<file path="config.mk">
export PLATFORM = sky130hd
export DESIGN_NAME = bank_switch_mapper_scanline_irq_flat
export DESIGN_NICKNAME = d
export VERILOG_FILES = /design/src/sv/bsm_pkg.sv /design/src/sv/bsm_if.sv /design/src/sv/bsm_regs.sv /design/src/sv/bsm_xlate.sv /design/src/sv/bank_switch_mapper_scanline_irq.sv /design/src/flat_wrapper.sv
export SDC_FILE = /design/constraint.sdc
export NUM_CORES = 1
export LEC_CHECK = 0
export ABC_CLOCK_PERIOD_IN_PS = 2550
export BUFFER_PORTS_ARGS = -buffer_cell sky130_fd_sc_hd__buf_2
export CORE_MARGIN = 2
export CORE_UTILIZATION = 35
export CTS_CLUSTER_SIZE = 25
export DETAILED_ROUTE_END_ITERATION = 10
export PLACE_DENSITY_LB_ADDON = 0.05
export SYNTH_ARGS = -nofsm -noshare
export SYNTH_HDL_FRONTEND = slang
export SYNTH_HIERARCHICAL = 1
export SYNTH_SLANG_ARGS = --single-unit
</file>
<file path="constraint.sdc">
create_clock -name clk -period 2.55 [get_ports clk]
set_input_delay 0.51 -clock clk [delete_from_list [all_inputs] [get_ports clk]]
set_output_delay 0.51 -clock clk [all_outputs]
set_load 0.05 [all_outputs]
</file>
<file path="src/sv/bsm_pkg.sv">
`timescale 1ns / 1ps
// ----------------------------------------------------------------------------
// bsm_pkg
// Shared types and constants of the bank switch mapper with scanline IRQ.
// ----------------------------------------------------------------------------
package bsm_pkg;

	localparam int unsigned AddrW    = 16;
	localparam int unsigned DataW    = 8;
	localparam int unsigned RomAddrW = 21;
	localparam int unsigned CfgIdxW  = 3;
	localparam int unsigned CfgDataW = 9;
	localparam int unsigned BankCntW = 9;

	typedef enum logic [1:0] {
		OP_WRITE = 2'd0,
		OP_PRG   = 2'd1,
		OP_CHR   = 2'd2,
		OP_A12   = 2'd3
	} op_t;

	typedef enum logic [1:0] {
		RGN_PRG_ROM  = 2'd0,
		RGN_PRG_RAM  = 2'd1,
		RGN_CHR_ROM  = 2'd2,
		RGN_UNMAPPED = 2'd3
	} region_t;

	typedef enum logic [1:0] {
		MIR_VERTICAL   = 2'd0,
		MIR_HORIZONTAL = 2'd1,
		MIR_FOUR       = 2'd2
	} mirror_t;

	typedef enum logic [CfgIdxW-1:0] {
		CFG_PRG_BANK_COUNT     = 3'd0,
		CFG_HAS_IRQ            = 3'd1,
		CFG_HAS_MIRROR_CONTROL = 3'd2,
		CFG_FOUR_SCREEN        = 3'd3,
		CFG_INITIAL_MIRROR     = 3'd4
	} cfg_idx_t;

	localparam logic [AddrW-1:0] RegDecodeMask = 16'hE001;
	localparam logic [AddrW-1:0] RegBankSel    = 16'h8000;
	localparam logic [AddrW-1:0] RegBankData   = 16'h8001;
	localparam logic [AddrW-1:0] RegMirror     = 16'hA000;
	localparam logic [AddrW-1:0] RegIrqLatch   = 16'hC000;
	localparam logic [AddrW-1:0] RegIrqReload  = 16'hC001;
	localparam logic [AddrW-1:0] RegIrqDisable = 16'hE000;
	localparam logic [AddrW-1:0] RegIrqEnable  = 16'hE001;

	localparam logic [AddrW-1:0] PrgRamBase = 16'h6000;
	localparam logic [AddrW-1:0] PrgRomBase = 16'h8000;
	localparam logic [AddrW-1:0] ChrLimit   = 16'h2000;

	localparam int unsigned BankSelPrgBit = 6;
	localparam int unsigned BankSelChrBit = 7;

	typedef struct packed {
		logic [BankCntW-1:0] prg_bank_count;
		logic                has_irq;
		logic                has_mirror_control;
		logic                four_screen;
	} cfg_t;

	typedef struct packed {
		logic [2:0]            bank_index;
		logic                  prg_swap;
		logic                  chr_swap;
		logic [7:0][DataW-1:0] bank_regs;
	} map_state_t;

endpackage

</file>
<file path="src/sv/bsm_if.sv">
`timescale 1ns / 1ps
// ----------------------------------------------------------------------------
// bsm_req_if / bsm_rsp_if
// Valid/ready channels that carry mapper operations and their results.
// ----------------------------------------------------------------------------
interface bsm_req_if;
	logic        valid;
	logic        ready;
	logic [1:0]  op;
	logic [15:0] addr;
	logic [7:0]  data;

	modport source (output valid, output op, output addr, output data, input ready);
	modport sink (input valid, input op, input addr, input data, output ready);
endinterface

interface bsm_rsp_if;
	logic        valid;
	logic        ready;
	logic [20:0] rom_address;
	logic [1:0]  region;
	logic        irq_line;
	logic [1:0]  mirror_mode;

	modport source (output valid, output rom_address, output region, output irq_line,
		output mirror_mode, input ready);
	modport sink (input valid, input rom_address, input region, input irq_line,
		input mirror_mode, output ready);
endinterface

</file>
<file path="src/sv/bsm_regs.sv">
`timescale 1ns / 1ps
// ----------------------------------------------------------------------------
// bsm_regs
// Configuration registers, CPU register decode, bank registers and the
// scanline IRQ counter. Gives the IRQ line and mirroring after the current word is applied.
// ----------------------------------------------------------------------------
module bsm_regs
	import bsm_pkg::*;
(
	input  logic                clk,
	input  logic                arst_n,
	input  logic                cfg_we,
	input  logic [CfgIdxW-1:0]  cfg_index,
	input  logic [CfgDataW-1:0] cfg_data,
	input  logic                upd,
	input  op_t                 op,
	input  logic [AddrW-1:0]    addr,
	input  logic [DataW-1:0]    data,
	output cfg_t                cfg,
	output map_state_t          st,
	output logic                irq_next,
	output logic                mirror_next
);

	cfg_t             cfg_q;
	map_state_t       st_q;
	map_state_t       st_d;
	logic [DataW-1:0] latch_q, latch_d;
	logic [DataW-1:0] count_q, count_d;
	logic             reload_q, reload_d;
	logic             enabled_q, enabled_d;
	logic             pending_q, pending_d;
	logic             mirror_q, mirror_d;

	always_comb begin
		st_d      = st_q;
		latch_d   = latch_q;
		count_d   = count_q;
		reload_d  = reload_q;
		enabled_d = enabled_q;
		pending_d = pending_q;
		mirror_d  = mirror_q;
		if (op == OP_WRITE) begin
			case (addr & RegDecodeMask)
				RegBankSel: begin
					st_d.bank_index = data[2:0];
					st_d.prg_swap   = data[BankSelPrgBit];
					st_d.chr_swap   = data[BankSelChrBit];
				end
				RegBankData: st_d.bank_regs[st_q.bank_index] = data;
				RegMirror: begin
					if (cfg_q.has_mirror_control && !cfg_q.four_screen) begin
						mirror_d = data[0];
					end
				end
				RegIrqLatch: latch_d = data;
				RegIrqReload: begin
					if (cfg_q.has_irq) begin
						count_d  = '0;
						reload_d = 1'b1;
					end
				end
				RegIrqDisable: begin
					if (cfg_q.has_irq) begin
						enabled_d = 1'b0;
						pending_d = 1'b0;
					end
				end
				RegIrqEnable: begin
					if (cfg_q.has_irq) begin
						enabled_d = 1'b1;
					end
				end
				default: ;
			endcase
		end else if (op == OP_A12 && cfg_q.has_irq) begin
			if (count_q == '0 || reload_q) begin
				count_d = latch_q;
			end else begin
				count_d = count_q - DataW'(1);
			end
			if (count_d == '0 && enabled_q) begin
				pending_d = 1'b1;
			end
			reload_d = 1'b0;
		end
	end

	always_ff @(posedge clk or negedge arst_n) begin
		if (!arst_n) begin
			cfg_q.prg_bank_count     <= BankCntW'(32);
			cfg_q.has_irq            <= 1'b1;
			cfg_q.has_mirror_control <= 1'b1;
			cfg_q.four_screen        <= 1'b0;
			st_q      <= '0;
			latch_q   <= '0;
			count_q   <= '0;
			reload_q  <= 1'b0;
			enabled_q <= 1'b0;
			pending_q <= 1'b0;
			mirror_q  <= 1'b0;
		end else begin
			if (cfg_we) begin
				case (cfg_index)
					CFG_PRG_BANK_COUNT:     cfg_q.prg_bank_count <= cfg_data;
					CFG_HAS_IRQ:            cfg_q.has_irq <= cfg_data[0];
					CFG_HAS_MIRROR_CONTROL: cfg_q.has_mirror_control <= cfg_data[0];
					CFG_FOUR_SCREEN:        cfg_q.four_screen <= cfg_data[0];
					CFG_INITIAL_MIRROR:     mirror_q <= cfg_data[0];
					default: ;
				endcase
			end else if (upd) begin
				st_q      <= st_d;
				latch_q   <= latch_d;
				count_q   <= count_d;
				reload_q  <= reload_d;
				enabled_q <= enabled_d;
				pending_q <= pending_d;
				mirror_q  <= mirror_d;
			end
		end
	end

	assign cfg         = cfg_q;
	assign st          = st_q;
	assign irq_next    = pending_d;
	assign mirror_next = mirror_d;

endmodule

</file>
<file path="src/sv/bsm_xlate.sv">
`timescale 1ns / 1ps
// ----------------------------------------------------------------------------
// bsm_xlate
// Translates a PRG or CHR bus address into a ROM byte address and region.
// ----------------------------------------------------------------------------
module bsm_xlate
	import bsm_pkg::*;
(
	input  op_t                 op,
	input  logic [AddrW-1:0]    addr,
	input  cfg_t                cfg,
	input  map_state_t          st,
	output logic [RomAddrW-1:0] rom_address,
	output region_t             region
);

	logic [BankCntW-1:0] last_bank;
	logic [BankCntW-1:0] second_bank;
	logic [BankCntW-1:0] prg_bank;
	logic [AddrW-1:0]    chr_a;
	logic [DataW-1:0]    chr_bank;
	logic [2:0]          chr_sel;

	assign last_bank   = cfg.prg_bank_count - BankCntW'(1);
	assign second_bank = cfg.prg_bank_count - BankCntW'(2);
	assign chr_a       = st.chr_swap ? (addr ^ 16'h1000) : addr;
	assign chr_sel     = 3'd2 + {1'b0, chr_a[11:10]};

	always_comb begin
		case (addr[14:13])
			2'd0:    prg_bank = st.prg_swap ? second_bank : {1'b0, st.bank_regs[6]};
			2'd1:    prg_bank = {1'b0, st.bank_regs[7]};
			2'd2:    prg_bank = st.prg_swap ? {1'b0, st.bank_regs[6]} : second_bank;
			default: prg_bank = last_bank;
		endcase
	end

	always_comb begin
		rom_address = '0;
		region      = RGN_UNMAPPED;
		chr_bank    = '0;
		case (op)
			OP_PRG: begin
				if (addr >= PrgRomBase) begin
					region      = RGN_PRG_ROM;
					rom_address = {prg_bank[7:0], addr[12:0]};
				end else if (addr >= PrgRamBase) begin
					region      = RGN_PRG_RAM;
					rom_address = RomAddrW'(addr[12:0]);
				end
			end
			OP_CHR: begin
				if (addr < ChrLimit) begin
					region = RGN_CHR_ROM;
					if (!chr_a[12]) begin
						chr_bank    = st.bank_regs[{2'b00, chr_a[11]}];
						rom_address = RomAddrW'({chr_bank[7:1], chr_a[10:0]});
					end else begin
						chr_bank    = st.bank_regs[chr_sel];
						rom_address = RomAddrW'({chr_bank, chr_a[9:0]});
					end
				end
			end
			default: ;
		endcase
	end

endmodule

</file>
<file path="src/sv/bank_switch_mapper_scanline_irq.sv">
`timescale 1ns / 1ps
// ----------------------------------------------------------------------------
// bank_switch_mapper_scanline_irq
// Bank-switching cartridge mapper with PRG/CHR translation and scanline IRQ.
// ----------------------------------------------------------------------------
// Pipeline: an accepted word is held in the input register; when it
// advances, its result is loaded into the result register that drives rsp.
// Throughput: one word per cycle unless rsp stalls; the input register and
// the result register let a new word enter while a result waits on rsp.
// Reset: arst_n clears the pipeline and all mapper state at once and loads
// the default configuration.
module bank_switch_mapper_scanline_irq
	import bsm_pkg::*;
(
	input  logic                clk,
	input  logic                arst_n,
	bsm_req_if.sink             req,
	bsm_rsp_if.source           rsp,
	input  logic                cfg_we,
	input  logic [CfgIdxW-1:0]  cfg_index,
	input  logic [CfgDataW-1:0] cfg_data
);

	logic                valid_s1;
	op_t                 op_s1;
	logic [AddrW-1:0]    addr_s1;
	logic [DataW-1:0]    data_s1;
	logic                advance;

	logic                out_valid_q;
	logic [RomAddrW-1:0] rom_address_q;
	region_t             region_q;
	logic                irq_q;
	mirror_t             mirror_q;

	cfg_t                cfg;
	map_state_t          st;
	logic                irq_next;
	logic                mirror_next;
	logic [RomAddrW-1:0] rom_address;
	region_t             region;

	assign advance   = valid_s1 && (!out_valid_q || rsp.ready);
	assign req.ready = !valid_s1 || advance;

	always_ff @(posedge clk or negedge arst_n) begin
		if (!arst_n) begin
			valid_s1 <= 1'b0;
		end else if (req.ready) begin
			valid_s1 <= req.valid;
		end
	end

	always_ff @(posedge clk) begin
		if (req.ready && req.valid) begin
			op_s1   <= op_t'(req.op);
			addr_s1 <= req.addr;
			data_s1 <= req.data;
		end
	end

	bsm_regs u_regs (
		.clk         (clk),
		.arst_n      (arst_n),
		.cfg_we      (cfg_we),
		.cfg_index   (cfg_index),
		.cfg_data    (cfg_data),
		.upd         (advance),
		.op          (op_s1),
		.addr        (addr_s1),
		.data        (data_s1),
		.cfg         (cfg),
		.st          (st),
		.irq_next    (irq_next),
		.mirror_next (mirror_next)
	);

	bsm_xlate u_xlate (
		.op          (op_s1),
		.addr        (addr_s1),
		.cfg         (cfg),
		.st          (st),
		.rom_address (rom_address),
		.region      (region)
	);

	always_ff @(posedge clk or negedge arst_n) begin
		if (!arst_n) begin
			out_valid_q <= 1'b0;
		end else if (advance) begin
			out_valid_q <= 1'b1;
		end else if (rsp.ready) begin
			out_valid_q <= 1'b0;
		end
	end

	always_ff @(posedge clk) begin
		if (advance) begin
			rom_address_q <= rom_address;
			region_q      <= region;
			irq_q         <= irq_next;
			mirror_q      <= cfg.four_screen ? MIR_FOUR : mirror_t'({1'b0, mirror_next});
		end
	end

	assign rsp.valid       = out_valid_q;
	assign rsp.rom_address = rom_address_q;
	assign rsp.region      = region_q;
	assign rsp.irq_line    = irq_q;
	assign rsp.mirror_mode = mirror_q;

endmodule

</file>
<file path="src/flat_wrapper.sv">
// flat-port wrapper written by rule: the top's interface ports become plain ports
module bank_switch_mapper_scanline_irq_flat import bsm_pkg::*;
  (clk, arst_n, cfg_we, cfg_index, cfg_data, req_valid, req_op, req_addr, req_data, req_ready, rsp_valid, rsp_rom_address, rsp_region, rsp_irq_line, rsp_mirror_mode, rsp_ready);
  bsm_req_if req_i ();
  bsm_rsp_if rsp_i ();
  input  logic clk;
  input  logic arst_n;
  input  logic cfg_we;
  input  logic [CfgIdxW-1:0] cfg_index;
  input  logic [CfgDataW-1:0] cfg_data;
  input wire logic [$bits(req_i.valid)-1:0] req_valid;
  input wire logic [$bits(req_i.op)-1:0] req_op;
  input wire logic [$bits(req_i.addr)-1:0] req_addr;
  input wire logic [$bits(req_i.data)-1:0] req_data;
  output wire logic [$bits(req_i.ready)-1:0] req_ready;
  output wire logic [$bits(rsp_i.valid)-1:0] rsp_valid;
  output wire logic [$bits(rsp_i.rom_address)-1:0] rsp_rom_address;
  output wire logic [$bits(rsp_i.region)-1:0] rsp_region;
  output wire logic [$bits(rsp_i.irq_line)-1:0] rsp_irq_line;
  output wire logic [$bits(rsp_i.mirror_mode)-1:0] rsp_mirror_mode;
  input wire logic [$bits(rsp_i.ready)-1:0] rsp_ready;
  assign req_i.valid = req_valid;
  assign req_i.op = req_op;
  assign req_i.addr = req_addr;
  assign req_i.data = req_data;
  assign req_ready = req_i.ready;
  assign rsp_valid = rsp_i.valid;
  assign rsp_rom_address = rsp_i.rom_address;
  assign rsp_region = rsp_i.region;
  assign rsp_irq_line = rsp_i.irq_line;
  assign rsp_mirror_mode = rsp_i.mirror_mode;
  assign rsp_i.ready = rsp_ready;
  bank_switch_mapper_scanline_irq u_core (.clk(clk), .arst_n(arst_n), .req(req_i), .rsp(rsp_i), .cfg_we(cfg_we), .cfg_index(cfg_index), .cfg_data(cfg_data));
endmodule
</file>
==> impl_metrics.py <==
metrics = {
    "worst_setup_path": {
        "critPathBufInv": 1,
        "cpMostUsedCell": "nand2b_1",
        "crit_family": "simple AND/OR/NAND/NOR gates",
        "end_kind": "flip-flop",
        "crit_chain": "nand2b_1 -> and2_4 -> buf_4 -> nand2b_1 -> nor3b_1 -> and3_1 -> mux2_2",
        "worstPathArrival_ns": 2.52,
        "path_max_fanout": 8,
        "critical_path_class": "flip-flop to flip-flop",
        "cp_slowest_stage_delay_ns": 0.43,
        "worst_path_max_delay_cell": "dfrtp_2",
        "start_kind": "flip-flop",
        "required_ns": 2.84,
    },
    "sta": {
        "max_freq_mhz": 449,
        "worstMarginPinSlew_ns": 0.675,
        "slew_violations": 0,
        "relSlewSlack_pct": 54.9,
        "setup_viol": 0,
        "setup_slack_ns": 0.323,
        "hold_viol": 0,
        "fin_tns_setup_ns": 0,
        "skew_ns": 0.00833,
        "rsz0062_at_grt": "false",
        "min_period_ns": 2.23,
        "fin_crit_sh_pct": 87.3,
    },
    "global_route": {
        "antenna_found_initial": 0,
        "grt_pass1_vias": 4733,
        "grt_use_total_pct": 16.3,
        "grt_pass1_wl_microns": 26900,
        "overflow": 0,
        "grt_max_degree": 38,
    },
    "drt": {
        "finalWirelength_microns": 16900,
        "vias": 4673,
        "antenna_left": 0,
        "wl_per_cell_microns": 18.4,
        "first_iter_violations": 257,
        "first_pass_iters": 6,
        "post-route-drc-count": 0,
        "vias_per_cell": 5.07,
    },
    "layout": {
        "area_growth_pct": 19.3,
        "postLayoutCellArea_sq_um": 8520,
        "nets": 688,
        "drive_above_1_share_pct": 37.8,
        "fin_cells": 921,
        "antenna_cells": 0,
    },
    "floorplan": {
        "fp-row-count": 52,
        "die_h_microns": 147,
        "start_util_pct": 35.5,
        "die_width_microns": 147,
        "fp.coreArea_sq_um": 20100,
        "boundaryPins": 71,
        "die_area_sq_um": 21600,
    },
    "logic_synthesis": {
        "syn_nets": 599,
        "yosysWarnings": 6,
        "syn_area_per_cell_sq_um": 13.0,
        "syn_area_sq_um": 7150,
        "synth_cells": 549,
    },
    "placement": {
        "dpl_cell_area_sq_um": 7950,
        "placed_cells": 889,
        "dp_worst_setup_slack_ns": 0.147,
        "io_buffers": 69,
        "place_congestion": 0.784,
        "hpwlAfterDp_microns": 12000,
    },
    "pwr": {
        "p_int_mw": 4.65,
        "power_density_nw_per_um2": 784,
        "p_seq_share_pct": 43.9,
        "p_leak_nw": 3.74,
        "vdd_drop_max_uv": 507,
        "p_sw_mw": 2.03,
        "clockPowerShare_pct": 36.2,
        "p_comb_share_pct": 19.9,
        "p_sw_share_pct": 30.4,
    },
    "cts": {
        "path_clk_slew_ns": 0.07,
        "cts-root-buf": "clkbuf_16",
        "cts.sinks": 152,
        "cts_buffer_depth": 2,
        "hold_buffers": 0,
        "cts_tree": "done",
        "htreeDepth": 4,
        "cts_resized": 0,
        "cts_buffers": 17,
        "clk_latency_ns": 0.41,
        "post_cts_buffers": 0,
    },
    "flow_run": {
        "maxCapViolations": 0,
    },
    "run_status": {
        "status": "finished clean",
    },
    "min_path": {
        "hold_class": "input port to async pin",
    },
}
==> registers in the layout, summed over array words and instances, names as in the netlist, 2 cells and up <==
register,count
u_core/rsp.region,2
u_core/data_s1,8
u_core/op_s1,2
u_core/u_regs/cfg,11
u_core/addr_s1,16
u_core/rsp.rom_address,21
u_core/u_regs/latch_q,8
u_core/u_regs/count_q,8
u_core/rsp.mirror_mode,2
u_core/u_regs/st,67
==> layer usage <==
| metal | vias to the layer above | track usage [%] | wire length [microns] |
|---|---|---|---|
| li1 | 2220 | - | - |
| met1 | 2356 | 23.5 | 8510 |
| met2 | 86 | 25.2 | 7640 |
| met3 | 11 | 3.20 | 592 |
| met4 | 0 | 4.17 | 195 |
| met5 | - | 0 | 0 |
==> power groups by stage <==
stage               sequential, mW  clock (mW)  combinational, mW
detailed placement            2.98           0               1.33
finish                        2.93        2.42               1.33
global placement              2.97           0               1.31
floorplan                     3.00           0              0.932
CTS                           2.93        2.50               1.34
global route                  2.97        2.61               1.47
==> placed cells by master (no fill, tap or decap), types with 12 or more instances in the layout <==
cell	n
a21oi_1	18
and2_1	14
buf_2	68
buf_4	22
clkbuf_16	17
dfrtp_1	96
edfxtp_1	52
inv_1	15
mux2_2	92
mux2i_1	12
nand2_1	25
nor2_1	30
nor3_1	14
o21ai_0	21
==> worst reg2reg max path, delay by kind of cell (launching register included) <==
kind	cells	cell delay, ns
buffers and inverters	1	0.18
DFF	1	0.43
muxes	1	0.38
and+or+nand+nor	5	1.12
==> path summary, 6_finish.rpt <==
kind / startpoint / cells past startpoint / slack [ns] / to
setup / recovery: u_core/rsp.valid / 7 / 0.32 / u_core/u_regs/latch_q[0]
hold reg to reg: u_core/u_regs/st[33] / 1 / 0.50 / u_core/u_regs/st[33]
hold / removal: arst_n / 1 / 0.05 / u_core/u_regs/st[36]
min in group clk: req_addr[6] / 1 / 0.26 / u_core/addr_s1[6]
max in group asynchronous: arst_n / 2 / 1.83 / u_core/u_regs/cfg[1]
setup reg to reg: u_core/rsp.valid / 7 / 0.32 / u_core/u_regs/latch_q[0]
==> per-stage QoR <==
step | hold slack (ns) | util [%] | power (mW)
2_1_floorplan | 0.214 | - | 3.93
3_3_place_gp | 0.483 | 39.6 | 4.28
3_5_place_dp | 0.492 | 39.6 | 4.31
4_1_cts | 0.0587 | 42.4 | 6.77
5_1_grt | 0.0711 | 42.4 | 7.05
6_report | 0.0508 | 42.4 | 6.69
==> layout make-up <==
| cell class | count | area [sq um] |
|---|---|---|
| timing repair buffer | 94 | 586 |
| fill | 1888 | 11600 |
| tap | 270 | 338 |
| clock buffer | 19 | 433 |
| clock inverter | 13 | 138 |
| multi-input combinational | 358 | 2910 |
| sequential | 152 | 4070 |
| inverter | 15 | 56.3 |
Power figures use the tool's default switching activity.
